<file path="config.mk">
export PLATFORM = sky130hd
export DESIGN_NAME = rpg_queue
export DESIGN_NICKNAME = d
export VERILOG_FILES = /design/src/sv/rpg_pkg.sv /design/src/sv/rpg_queue.sv
export SDC_FILE = /design/constraint.sdc
export NUM_CORES = 1
export LEC_CHECK = 0
export BUFFER_PORTS_ARGS = -buffer_cell sky130_fd_sc_hd__buf_4
export CAP_MARGIN = 30
export CORE_UTILIZATION = 61
export DETAILED_ROUTE_END_ITERATION = 8
export GPL_TIMING_DRIVEN = 0
export PLACE_DENSITY = 0.95
export SYNTH_ARGS = -nofsm -noshare
export SYNTH_HDL_FRONTEND = slang
export SYNTH_SLANG_ARGS = --single-unit
</file>
<file path="constraint.sdc">
create_clock -name clk -period 3.8 [get_ports clk]
set_input_delay 0.76 -clock clk [delete_from_list [all_inputs] [get_ports clk]]
set_output_delay 0.76 -clock clk [all_outputs]
set_load 0.01 [all_outputs]
</file>
<file path="src/sv/rpg_pkg.sv">
`timescale 1ns / 1ps
package rpg_pkg;

    // Field and datapath widths
    localparam int CW     = 11;
    localparam int TICK_W = 31;
    localparam int SSUM_W = 23;
    localparam int D8_W   = 20;
    localparam int DEN_W  = 25;
    localparam int NUM_W  = 39;
    localparam int M_W    = 23;
    localparam int GREY_W = 8;

    // Register indexes of the configuration port
    typedef enum logic {
        REG_CENTER_X = 1'b0,
        REG_CENTER_Y = 1'b1
    } rpg_reg_t;

    localparam logic [CW-1:0] CENTER_X_RST = 11'd960;
    localparam logic [CW-1:0] CENTER_Y_RST = 11'd540;

    // pi in Q56
    localparam logic [63:0] PI_Q56 = 64'h0324_3F6A_8885_A309;

    // floor(2^sh / dv), evaluated at elaboration for the phase constants
    function automatic logic [63:0] pow2_div(input int sh, input logic [63:0] dv);
        logic [63:0] r;
        logic [63:0] q;
        r = '0;
        q = '0;
        for (int i = sh; i >= 0; i--)
        begin
            r = (r << 1) | 64'(i == sh);
            q = q << 1;
            if (r >= dv)
            begin
                r = r - dv;
                q[0] = 1'b1;
            end
        end
        return q;
    endfunction

    // Turn fraction per 12.8 distance step and per tick, modulo one turn
    localparam logic [63:0] K_D = pow2_div(110, 64'd5 * PI_Q56);
    localparam logic [63:0] K_T = pow2_div(119, 64'd7 * PI_Q56);

    localparam logic [29:0] PI_Q28  = 30'(PI_Q56 >> 28);
    localparam logic [30:0] ONE_Q30 = 31'h4000_0000;

    // Work item handed from front to back
    typedef struct packed {
        logic [SSUM_W-1:0] ssum;
        logic [TICK_W-1:0] tick;
    } rpg_item_t;

    typedef struct packed {
        logic      valid;
        rpg_item_t item;
    } rpg_push_t;

endpackage

</file>
<file path="src/sv/rpg_queue.sv">
`timescale 1ns / 1ps
module rpg_queue
    import rpg_pkg::*;
(
    input  logic      clk,
    input  logic      rst_n,
    input  rpg_push_t push,
    output logic      push_ready,
    input  logic      pop,
    output rpg_push_t head
);

    localparam int DEPTH = 4;
    localparam int PW    = $clog2(DEPTH);

    rpg_item_t     mem [DEPTH];
    logic [PW-1:0] wr_ptr_reg, rd_ptr_reg;
    logic [PW:0]   count_reg;
    logic          do_push, do_pop;

    assign push_ready = (count_reg != (PW+1)'(DEPTH));
    assign head.valid = (count_reg != '0);
    assign head.item  = mem[rd_ptr_reg];
    assign do_push    = push.valid && push_ready;
    assign do_pop     = pop && head.valid;

    // Store an incoming transaction
    always_ff @(posedge clk)
    begin
        if (do_push)
        begin
            mem[wr_ptr_reg] <= push.item;
        end
    end

    // Track pointers and fill level
    always_ff @(posedge clk or negedge rst_n)
    begin
        if (!rst_n)
        begin
            wr_ptr_reg <= '0;
            rd_ptr_reg <= '0;
            count_reg  <= '0;
        end
        else
        begin
            if (do_push)
            begin
                wr_ptr_reg <= wr_ptr_reg + PW'(1);
            end
            if (do_pop)
            begin
                rd_ptr_reg <= rd_ptr_reg + PW'(1);
            end
            count_reg <= count_reg + (PW+1)'(do_push) - (PW+1)'(do_pop);
        end
    end

endmodule

</file>
Word-level counts from Yosys, hierarchy flattened
Memory sizes are Yosys's and may differ from the RTL's.
Cells that the tools add are included.
Word-level totals
  bits in registers: 7
  bits in writable memories: 216
  input port bits: 58
  output and inout port bits: 56
  logic and storage cells: 14
  memories: 1
Cells by class
  add/subtract/negate cells: 4
  equal/unequal tests: 1
  muxes and demuxes: 2
  reduce and logical (&&, ||, !) cells: 3
Memories
  mem: depth 4, bits a word 54, rd ports 1, clocked after memory_dff 0, wr ports 1, RTL line rpg_queue.sv:16  | rpg_item_t mem [DEPTH];
Operators by type and width (count)
  $add 2x1->2 const B: 2
  $add 3x1->3: 1
  $ne 3x3->1 const B: 1
  $reduce_bool 3->1: 1
  $sub 3x1->3: 1
  $logic_and 1x1->1: 2
  $mux 1: 2

Logic depth before layout (Yosys ltp)
  depth after elaboration: 4
  mapped depth: 9
  mapped depth without buffers: 9

Worst setup path before layout
OpenSTA, ideal clock, no wires.
  path type: in2reg
  start point: input port push[54] (netlist name)
  end point: memory mem[0][0] (netlist name), enable pin
  library setup time: 0.418 ns
  arrival: 2.101 ns
  slack: 1.281 ns
  stages on the path: 1
  cells stage by stage: and3b_1
On the way
  word-level cells in the longest chain between the ends: 3
RTL lines
  start: declaration: RTL line rpg_queue.sv:7  | input rpg_push_t push,
  $logic_and 1x1->1: RTL line rpg_queue.sv:24  | assign do_push = push.valid && push_ready;
  $mux 1: RTL line rpg_queue.sv:30  | if (do_push)
  $mux 1 (implied by the code): RTL line rpg_queue.sv:32  | mem[wr_ptr_reg] <= push.item;
  end: declaration: RTL line rpg_queue.sv:16
No other way between the ends.

==> impl_summary.log <==
[metrics] worst-case hold slack: 0.0760 ns
[metrics] Worst EP arrival: 1.97 ns
[metrics] number of diodes added for antenna fixing: 0
[metrics] Commonest cells post-synth: 216 x sky130_fd_sc_hd__edfxtp_1, 54 x sky130_fd_sc_hd__mux4_2, 7 x sky130_fd_sc_hd__dfrtp_1
[metrics] Site Rows: 42
[metrics] chip height: roughly 120 microns
[metrics] multi-input gate area in the final layout: 1490 sq um
[metrics] final-layout fill cell count: 705
[metrics] antenna violations before repair: 0
[metrics] ports placed on the boundary: about 110
[metrics] fraction of synthesized cell area taken by the top area cell type: 78.5%
[metrics] total area of sequential cells: 6660 sq um
[metrics] Hold WC Path Type: input port to async pin
[metrics] TritonCTS Sinks: 223
[metrics] width of the die: 118 microns
[metrics] number of cells upsized or downsized after cts: 0
[metrics] count of final max-slew check failures: 0
[metrics] Mapped Avg Cell Area: approximately 26 sq um
[metrics] routed wire length: 14.7 mm
[metrics] share of the clock period used by the worst path after layout: between 70 and 80%
[metrics] peak supply drop: approximately 0.60 mV
[metrics] flop and latch count out of synthesis: 223
[metrics] reg2reg start: count_reg[1]$_DFF_PN0_
[metrics] routability congestion estimate: about 0.7
[metrics] final core occ: about three quarters
[metrics] Synthesized Nets: roughly 390
[metrics] async set-or-reset flop fraction in the synthesized netlist: between 3 and 4%
[metrics] vias post-DR: between 3000 and 4000
[metrics] Mapped Area: 8260 sq um
[metrics] share of cells above drive strength 1: between 40% and 50%
[metrics] post-layout power: around 8.1 mW
[metrics] clock transition at the registers of the reported paths: 0.06 ns
[metrics] drt first-iter violations: 243
[metrics] number of enable-type register cells in the synthesized netlist: ~220
[metrics] critical path start-end classification: flop to output port
[metrics] top_reg_cell synth: sky130_fd_sc_hd__edfxtp_1
[metrics] worst-path fanout max: 10
[metrics] clock root buffer: sky130_fd_sc_hd__clkbuf_16
[metrics] worst r2r dst: count_reg[2]$_DFF_PN0_
[metrics] pin count of the biggest net entering global routing: 32
[metrics] nature of the critical path endpoint: output port
[metrics] nets: about 530
[metrics] Overall Global Routing Usage: a little over a fifth
[metrics] Pre-antenna DRT Iters: 4
[metrics] unrepaired setup endpoints after global routing: no
[metrics] minimum period implied by the final worst setup slack: ~2.7 ns
[metrics] setup slack after placement: approximately 1.4 ns
[metrics] hold_buf cts: 0
[metrics] count of input and output buffers: around 110
[metrics] final setup slack of the worst path: ~1.1 ns
[metrics] worst setup skew after layout: between 0.01 and 0.015 ns
[metrics] number of cells on the worst reg-to-reg path: 9
[metrics] remaining global-route overflow: 0
[metrics] via density per instance: 5.87
[metrics] maximum buffer depth of the clock tree: 3
[metrics] P per Cell Area: around 800 nW/um^2
[metrics] dominant cells by area after synthesis: sky130_fd_sc_hd__edfxtp_1 79%, sky130_fd_sc_hd__mux4_2 15%, sky130_fd_sc_hd__dfrtp_1 2.1%
[metrics] startpoint type of the worst setup path: flop
[metrics] CTS tree: done
[metrics] starting density of the core: between 60% and 70%
[metrics] DRT antenna net count: 0
[metrics] area delta synth->final: 22.8%
[metrics] number of buffers created by CTS: 22
[metrics] wire length of the first global-routing pass: 22.7 mm
[metrics] Setup TNS: 0 ns
[metrics] setup-violating endpoint count in the final report: 0
[metrics] result of the run: complete, no violations
[metrics] achievable frequency: around 370 MHz
[metrics] # Post-CTS Setup Buffers: 0
[metrics] Mapped Cells: around 320
[metrics] sequential element share of the synthesized area: between 80% and 90%
[metrics] clock latency of the later-clocked register in the worst-skew pair: between 0.4 and 0.5 ns
[metrics] headroom to the max-slew limit: ~52%
[metrics] HPWL Detailed: ~9.2 mm
[metrics] max_cap viols: 0
[metrics] Synthesis Warnings: 0
[metrics] count of H-tree levels built during CTS: 1
[metrics] most frequent cell after synthesis: sky130_fd_sc_hd__edfxtp_1
[metrics] number of hold violations in the final report: 0
[metrics] library cell occupying the most area in the post-synthesis netlist: sky130_fd_sc_hd__edfxtp_1
[metrics] number of design rule violations left after detail routing: 0
[metrics] vias in the first global route: roughly 4200
[metrics] worst reg-to-reg setup slack: between 1 and 1.5 ns
[metrics] Floorplan Core Area: between 10000 and 15000 sq um
[metrics] final routed wire length divided by cell count: 22.5 microns
[metrics] static leakage: between 3 and 4 nW
[metrics] number of flip-flops in the largest register: 216
[metrics] Unique masters post-synth: 20
[metrics] area of the die: 14000 sq um
[metrics] actual transition at the worst max-transition pin: slightly above 0.7 ns
[metrics] Worst Path Required: 3.04 ns
-- cells by family after synthesis --
logic type,count (synthesis),share of synthesized area [%]
flops,223,80.6
mux,54,14.7
buf+inv,18,1.41
simple gates,13,1.27
fa+ha+maj,7,1.15
compound gates,4,0.394
xor+xnor,4,0.424
-- worst max path at each step --
stage	start	endpoint	slack, ns	depth (start not counted)
final	rd_ptr_reg[0]$_DFFE_PN0P_	head[49]	1.07	4
after global routing	rd_ptr_reg[0]$_DFFE_PN0P_	head[25]	0.96	4
after CTS	rd_ptr_reg[0]$_DFFE_PN0P_	head[20]	1.03	4
after detailed placement	count_reg[1]$_DFF_PN0_	count_reg[2]$_DFF_PN0_	1.36	9
after global placement	push[54]	mem[0][29]$_DFFE_PP_	0.23	2
after floorplan	push[54]	mem[0][0]$_DFFE_PP_	1.28	1
-- per-stage QoR --
stage / instances / area [sq um]
after global routing: 655 / 10100
after global placement: 612 / 9330
after detailed placement: 616 / 9420
after floorplan: 323 / 8260
after CTS: 655 / 10100
final: 655 / 10100
-- layout by cell type (no fill, tap or decap) --
master,n
sky130_fd_sc_hd__buf_6,5
sky130_fd_sc_hd__clkinv_1,5
sky130_fd_sc_hd__edfxtp_1,216
sky130_fd_sc_hd__and3b_4,1
sky130_fd_sc_hd__buf_4,114
sky130_fd_sc_hd__ha_1,6
sky130_fd_sc_hd__o211ai_1,2
sky130_fd_sc_hd__mux4_2,54
sky130_fd_sc_hd__clkinv_2,4
sky130_fd_sc_hd__xor2_1,1
sky130_fd_sc_hd__o31a_1,1
sky130_fd_sc_hd__o311ai_0,1
sky130_fd_sc_hd__nand2_1,1
sky130_fd_sc_hd__or3_1,1
sky130_fd_sc_hd__buf_2,6
sky130_fd_sc_hd__bufinv_16,3
sky130_fd_sc_hd__nand2b_1,4
sky130_fd_sc_hd__and3b_2,3
sky130_fd_sc_hd__clkbuf_16,23
sky130_fd_sc_hd__dfrtp_1,7
sky130_fd_sc_hd__clkbuf_1,3
sky130_fd_sc_hd__buf_12,4
sky130_fd_sc_hd__fa_1,1
sky130_fd_sc_hd__nor3b_2,1
sky130_fd_sc_hd__xnor2_1,3
sky130_fd_sc_hd__clkinv_4,1
sky130_fd_sc_hd__nand4bb_1,2
sky130_fd_sc_hd__inv_1,6
-- critical path, stage by stage, from the launching register on --
cell and delay, ns:
sky130_fd_sc_hd__dfrtp_1 0.37, sky130_fd_sc_hd__buf_6 0.20, sky130_fd_sc_hd__buf_6 0.21, sky130_fd_sc_hd__mux4_2 0.54
sky130_fd_sc_hd__buf_4 0.16
-- power breakdown --
group          switching, mW  internal [mW]  leakage [nW]  total, mW
Combinational           1.25           1.32          1.11       2.57
Clock                  0.836           1.30         0.357       2.14
Sequential             0.155           3.25          2.06       3.40
Total                   2.24           5.87          3.53       8.11
-- final cells by class --
cell class	count	share of cell area (%)
Clock buffer	26	5.79
Multi-Input combinational cell	82	14.7
Sequential cell	223	65.7
Buffer	12	0.925
Tap cell	176	2.17
Timing Repair Buffer	117	9.15
Clock inverter	13	1.36
Inverter	6	0.222
-- metal layers --
metal / share of wire (%) / GRT usage, % / vias up
met4: 2.2 / 6.09 / 0
met3: 5.6 / 4.49 / 31
li1: - / - / 1656
met2: 53 / 38.0 / 147
met5: 0 / 0 / -
met1: 39 / 28.1 / 2013
Power figures use the tool's default switching activity.
