**config.mk**
```make
export PLATFORM = sky130hd
export DESIGN_NAME = rpg_front
export DESIGN_NICKNAME = d
export VERILOG_FILES = /design/src/sv/rpg_pkg.sv /design/src/sv/rpg_front.sv
export SDC_FILE = /design/constraint.sdc
export NUM_CORES = 1
export LEC_CHECK = 0
export BUFFER_PORTS_ARGS = -buffer_cell sky130_fd_sc_hd__buf_4
export CORE_MARGIN = 5
export CORE_UTILIZATION = 45
export CTS_CLUSTER_DIAMETER = 100
export DETAILED_ROUTE_END_ITERATION = 10
export REMOVE_ABC_BUFFERS = 1
export SYNTH_ARGS = -nofsm -noshare
export SYNTH_HDL_FRONTEND = slang
export SYNTH_SLANG_ARGS = --single-unit
export TNS_END_PERCENT = 1
```
**constraint.sdc**
```tcl
create_clock -name clk -period 10.1 [get_ports clk]
set_input_delay 0 -clock clk [delete_from_list [all_inputs] [get_ports clk]]
set_output_delay 0 -clock clk [all_outputs]
set_load 0.05 [all_outputs]
```
**src/sv/rpg_pkg.sv**
```systemverilog
`timescale 1ns / 1ps
package rpg_pkg;

    // Field and datapath widths
    localparam int CW     = 11;
    localparam int TICK_W = 31;
    localparam int SSUM_W = 23;
    localparam int D8_W   = 20;
    localparam int DEN_W  = 25;
    localparam int NUM_W  = 39;
    localparam int M_W    = 23;
    localparam int GREY_W = 8;

    // Register indexes of the configuration port
    typedef enum logic {
        REG_CENTER_X = 1'b0,
        REG_CENTER_Y = 1'b1
    } rpg_reg_t;

    localparam logic [CW-1:0] CENTER_X_RST = 11'd960;
    localparam logic [CW-1:0] CENTER_Y_RST = 11'd540;

    // pi in Q56
    localparam logic [63:0] PI_Q56 = 64'h0324_3F6A_8885_A309;

    // floor(2^sh / dv), evaluated at elaboration for the phase constants
    function automatic logic [63:0] pow2_div(input int sh, input logic [63:0] dv);
        logic [63:0] r;
        logic [63:0] q;
        r = '0;
        q = '0;
        for (int i = sh; i >= 0; i--)
        begin
            r = (r << 1) | 64'(i == sh);
            q = q << 1;
            if (r >= dv)
            begin
                r = r - dv;
                q[0] = 1'b1;
            end
        end
        return q;
    endfunction

    // Turn fraction per 12.8 distance step and per tick, modulo one turn
    localparam logic [63:0] K_D = pow2_div(110, 64'd5 * PI_Q56);
    localparam logic [63:0] K_T = pow2_div(119, 64'd7 * PI_Q56);

    localparam logic [29:0] PI_Q28  = 30'(PI_Q56 >> 28);
    localparam logic [30:0] ONE_Q30 = 31'h4000_0000;

    // Work item handed from front to back
    typedef struct packed {
        logic [SSUM_W-1:0] ssum;
        logic [TICK_W-1:0] tick;
    } rpg_item_t;

    typedef struct packed {
        logic      valid;
        rpg_item_t item;
    } rpg_push_t;

endpackage

```
**src/sv/rpg_front.sv**
```systemverilog
`timescale 1ns / 1ps
module rpg_front
    import rpg_pkg::*;
#(
    parameter int MAX_WIDTH  = 2048,
    parameter int MAX_HEIGHT = 2048
)
(
    input  logic              clk,
    input  logic              rst_n,
    input  logic              in_valid,
    output logic              in_stall,
    input  logic [CW-1:0]     pixel_x,
    input  logic [CW-1:0]     pixel_y,
    input  logic [TICK_W-1:0] tick,
    input  logic [CW-1:0]     center_x,
    input  logic [CW-1:0]     center_y,
    output rpg_push_t         push,
    input  logic              push_ready
);

    localparam logic [13:0]   LIM_X = 14'(MAX_WIDTH);
    localparam logic [13:0]   LIM_Y = 14'(MAX_HEIGHT);
    localparam logic [CW-1:0] TOP_X = CW'(MAX_WIDTH - 1);
    localparam logic [CW-1:0] TOP_Y = CW'(MAX_HEIGHT - 1);

    logic              f_en;
    logic [CW-1:0]     px, py, cx, cy;
    logic              f1_vld_reg;
    logic [CW-1:0]     dx_reg, dy_reg;
    logic [TICK_W-1:0] tick1_reg;
    logic [2*CW-1:0]   sqx, sqy;
    logic              f2_vld_reg;
    rpg_item_t         item_reg;

    // Advance the front whenever its last stage is free or drains
    assign f_en     = !f2_vld_reg || push_ready;
    assign in_stall = !f_en;

    // Saturate coordinates to the frame
    assign px = ({3'b0, pixel_x}  >= LIM_X) ? TOP_X : pixel_x;
    assign py = ({3'b0, pixel_y}  >= LIM_Y) ? TOP_Y : pixel_y;
    assign cx = ({3'b0, center_x} >= LIM_X) ? TOP_X : center_x;
    assign cy = ({3'b0, center_y} >= LIM_Y) ? TOP_Y : center_y;

    // Take absolute offsets from the centre
    always_ff @(posedge clk or negedge rst_n)
    begin
        if (!rst_n)
        begin
            f1_vld_reg <= 1'b0;
        end
        else if (f_en)
        begin
            f1_vld_reg <= in_valid;
        end
    end

    always_ff @(posedge clk)
    begin
        if (f_en)
        begin
            dx_reg    <= (px > cx) ? px - cx : cx - px;
            dy_reg    <= (py > cy) ? py - cy : cy - py;
            tick1_reg <= tick;
        end
    end

    // Form the squared distance
    assign sqx = dx_reg * dx_reg;
    assign sqy = dy_reg * dy_reg;

    always_ff @(posedge clk or negedge rst_n)
    begin
        if (!rst_n)
        begin
            f2_vld_reg <= 1'b0;
        end
        else if (f_en)
        begin
            f2_vld_reg <= f1_vld_reg;
        end
    end

    always_ff @(posedge clk)
    begin
        if (f_en)
        begin
            item_reg.ssum <= SSUM_W'(sqx) + SSUM_W'(sqy);
            item_reg.tick <= tick1_reg;
        end
    end

    assign push.valid = f2_vld_reg;
    assign push.item  = item_reg;

endmodule

```
# After elaboration in Yosys (flattened, before gate mapping)
# Index checks and enable logic that the tools add are counted.
[totals]
ff_bits = 109
latch_bits = 0
mem_bits_rw = 0
rom_bits = 0
input_bits = 79
output_inout_bits = 56
memories = 0
[classes]
add_sub_neg = 5
n_mul = 2
div_mod_pow = 0
magnitude_cmp = 2
eq_ne = 0
shift = 0
n_mux = 2
bitwise_logic = 0
reduce_logical = 3
[op_table]
columns = ["cell", "count"]
rows = [
  ["11-bit by 11-bit multiplier with 22-bit output", 2],
  ["11-bit subtractor", 4],
  ["22-bit by 22-bit adder with 23-bit output", 1],
  ["11-bit greater-than comparator", 2],
  ["11-bit 2-to-1 mux", 2],
  ["1-bit zero test", 2],
  ["1-bit logical OR", 1],
]

# Logic depth before layout (Yosys ltp)
[depth]
ltp_word = 3
ltp_mapped = 23
ltp_nobuf = 21

# Worst setup path after synthesis
# No wires, ideal clock.
[synth_path]
path_type = "register -> register"
start = "reg dx_reg[4]"
end = "reg item_reg, in the netlist push[52], data pin"
setup_time_ns = 0.180
arrival_time_ns = 6.013
t_required_ns = 9.920
slack_ns = 3.907
stages_incl_launch_ff = 21
path_buffers = 2
cell_sequence = "edfxtp_1 clkbuf_1 nand2_1 fa_1 inv_1 fa_1 inv_1 fa_1 fa_1 inv_1 fa_1 fa_1 fa_1 ha_1 buf_6 a21o_1 a311oi_1 o21bai_1 and3_1 or4_1 o311ai_1"
[synth_between]
elab_chain_cells = 2
[synth_lines]
columns = ["element", "line", "text"]
rows = [
  ["start, declared", "rpg_front.sv:30", "logic [CW-1:0] dx_reg, dy_reg;"],
  ["start signal, assigned", "rpg_front.sv:63", "dx_reg <= (px > cx) ? px - cx : cx - px;"],
  ["11-bit by 11-bit multiplier with 22-bit output", "rpg_front.sv:70", "assign sqx = dx_reg * dx_reg;"],
  ["22-bit by 22-bit adder with 23-bit output", "rpg_front.sv:89", "item_reg.ssum <= SSUM_W'(sqx) + SSUM_W'(sqy);"],
  ["end, declared", "rpg_front.sv:34", "rpg_item_t item_reg;"],
]
# Every way passes these cells.
# A chain may end at the register's enable or synchronous reset.

# Final worst setup path
# Same ends and word-level chain as after synthesis.

==> impl_table.tex <==
\begin{tabular}{lr}
\hline
Metric & Value \\
\hline
\multicolumn{2}{l}{\textbf{CTS}} \\
TritonCTS clock tree & yes \\
Num Clock Sinks & roughly 110 \\
Clock Path Buffers & 2 \\
Clock slew seen by the registers of the worst setup and hold paths & 100 ps \\
Post-cts sizing count & 0 \\
Worst skew pair latency & 370 ps \\
Number of CTS-inserted buffers & 9 \\
CTS H-tree lvls & 3 \\
Buffer cell driving the clock tree root & clkbuf\_16 \\
\multicolumn{2}{l}{\textbf{Drt}} \\
Number of search-and-repair iterations in the first detailed-routing pass & 5 \\
Routed length per placed instance & 15.23 microns \\
Drt via density & 4.945 \\
Final antenna-violating net count & 0 \\
Number of remaining DRC errors & 0 \\
Via count & 8174 \\
DRC violation total after the first TritonRoute iteration & 455 \\
Total Wirelength & approximately 25 mm \\
\multicolumn{2}{l}{\textbf{Cells and area}} \\
Net count of the finished layout & between 1500 and 2000 \\
Post-route cell area & 0.01419 sq mm \\
Post-Layout Cell Count & 1653 \\
Most frequent cells in the layout & inv\_1 (272), fa\_1 (166), ha\_1 (146) \\
Antenna Cells & 0 \\
Fraction of layout cells with a size suffix above 1 & between 10\% and 20\% \\
Max reg flops & between 50 and 60 \\
Count of filler cells inserted in the layout & 2416 \\
Commonest non-fill, non-tap cell in the layout & inv\_1 \\
Area growth from synthesis to layout & 15.75\% \\
\multicolumn{2}{l}{\textbf{Synth}} \\
Per-instance average area after synthesis & 10.56 sq um \\
Sequential cell area fraction in the yosys report & 26.61\% \\
Yosys Warn Count & 0 \\
Post-synth EDFFs & 107 \\
Cell count after synthesis & 1161 \\
Distinct cells, synth & 60 \\
Total standard cell area after synthesis & 0.01226 sq mm \\
Top flip-flop cell by instance count after synthesis & edfxtp\_1 \\
Number of register bits inferred by synthesis & 109 \\
Post-synthesis async set-or-reset flop share & 1.835\% \\
\multicolumn{2}{l}{\textbf{Timing}} \\
Total setup violations reported at the end of the flow & 0 \\
Fin Setup TNS & 0 ps \\
Final period util & 65.11\% \\
Final worst path period need & 6576 ps \\
Unrepaired setup endpoints after global routing & false \\
Worst slew margin relative to its limit & between 15 and 20\% \\
Pins over their slew limit & 0 \\
Hold Violations, Final & 0 \\
Worst Clk Skew & 23.61 ps \\
Least-Margin Pin Slew & 1234 ps \\
Fmax & 152.1 MHz \\
\multicolumn{2}{l}{\textbf{Critical path}} \\
Data required time of the worst path & 10280 ps \\
Path type of the worst setup path & reg -> reg \\
Startpoint kind of the worst setup timing path & register \\
Largest driver fanout on the critical path & 11 \\
Critical path data arrival time & between 6000 and 7000 ps \\
Reg2Reg Depth & 18 \\
Kind of capture point of the worst setup path & register \\
\multicolumn{2}{l}{\textbf{Flow run}} \\
Max\_cap viols & 0 \\
\multicolumn{2}{l}{\textbf{GRT}} \\
Antenna violations before repair & 0 \\
Pin count of the biggest net entering global routing & 81 \\
Met3 GRT Util & 2.293\% \\
Global routing usage on met1 & 22.88\% \\
Via count of the first global-routing pass & about 8500 \\
Grt peak-use layer & met2 \\
GR met2 Demand/Resource & 29.78\% \\
Global-route usage over all layers & 16.96\% \\
Leftover overflow at the end of global routing & 0 \\
Wire length of the first global-routing pass & roughly 42 mm \\
\multicolumn{2}{l}{\textbf{Min path}} \\
Worst min path class & in -> reg \\
Instance count along the most critical hold path & 3 \\
\multicolumn{2}{l}{\textbf{Run status}} \\
Run status & finished, final reports clean \\
\multicolumn{2}{l}{\textbf{Floorplanning}} \\
Initial Util & between 40\% and 50\% \\
Core area & 0.02688 sq mm \\
Boundary pin count & 135 \\
Overall die area & 0.03065 sq mm \\
Die boundary height & around 180 microns \\
Floorplan row count & 60 \\
Die span in x & 175.1 microns \\
\multicolumn{2}{l}{\textbf{Placement}} \\
Total half-perimeter wirelength after legalization and detailed placement & 20.81 mm \\
Quantity of I/O buffers inserted on ports & 134 \\
RePlAce Congestion & 0.8384 \\
Placed Instance Area & 0.01356 sq mm \\
DP Cell Count & 1603 \\
\hline
\end{tabular}
[cells by family (layout without fill, tap and decap cells)]
logic type	count (synthesis)	count (layout)	share of synthesized area, %
adder cells (fa/ha/maj)	312	312	42.00
flip-flops	109	109	26.61
AND/OR/NAND/NOR	234	234	9.856
XOR/XNOR	49	49	3.622
buffers and inverters	306	457	9.581
multiplexers	18	18	1.551
AO/OA/AOI/OAI	133	133	6.785
[critical path, cell delays in order, from the launching register on]
cell and delay [ps]:
edfxtp_1 640, nand2_1 150, fa_1 550, inv_1 70, fa_1 510, inv_1 60, fa_1 500, fa_1 510
inv_1 50, fa_1 550, fa_1 430, fa_1 450, ha_1 380, a21o_1 220, a311oi_1 260, o21bai_1 170
and3_1 240, or4_1 540, o311ai_1 100
[cell type report]
| class | instances | area, sq um | share of cell area, % |
|---|---|---|---|
| multi-input combinational | 746 | 7833 | 55.18 |
| sequential | 109 | 3263 | 22.99 |
| timing repair buffer | 169 | 1354 | 9.537 |
| inverter | 272 | 1021 | 7.193 |
| tap | 341 | 426.7 | 3.006 |
| clock buffer | 9 | 225.2 | 1.587 |
| clock inverter | 7 | 72.57 | 0.5112 |
[per-layer routing]
metal | vias up | routed length (microns) | share of wire [%]
li1 | 3950 | - | -
met1 | 4034 | 11120 | 44
met2 | 171 | 12900 | 51
met3 | 19 | 891 | 3.5
met4 | 0 | 263 | 1.0
met5 | - | 0 | 0
[synthesized netlist by cell type (all sizes together) (4+ instances only)]
cell	n	area [sq um]
nor3	6	30.03
o22ai	4	25.02
a211oi	6	45.04
a21oi	51	259.0
nand2b	10	62.56
xor2	20	175.2
inv	272	1021
o21a	6	45.04
or2	4	25.03
o21ai	30	161.4
clkbuf	25	93.84
nor2b	14	87.58
nand4	5	37.53
mux2i	16	160.2
nand3	10	50.05
xnor2	29	269.0
a31oi	4	25.02
fa	166	3323
buf	9	60.05
and2	66	412.9
a21boi	4	30.03
nand2	71	269.0
ha	146	1827
a21o	7	52.55
nor2	37	138.9
edfxtp	107	3213
[final timing paths]
kind,startpoint,to,slack [ps]
worst min-delay path,center_y[0],dy_reg[0],40
min in group asynchronous,rst_n,f1_vld_reg,490
max in group asynchronous,rst_n,f2_vld_reg,9490
worst max-delay path,dx_reg[4],push[52],3520
worst min register to register,tick1_reg[13],push[13],410
worst max register to register,dx_reg[4],push[52],3520
[what timing repair did]
item                                   in CTS  in global routing
endpoints found under the hold margin      34                  0
setup buffers                               0                  0
hold buffers                               34                  0
[stage by stage]
stage | util [%] | hold slack, ps | setup WS, ps
final | 52.82 | 43.41 | 3524
after global routing | 52.82 | 52.48 | 3103
after CTS | 52.82 | 37.89 | 3517
after detailed placement | 50.44 | -216.2 | 3542
after global placement | 50.44 | -216.6 | 3704
after floorplan | - | -295.6 | 4057
Power is not shown: default switching activity piles up to over one toggle a cycle in this logic, so the estimate is an artifact.
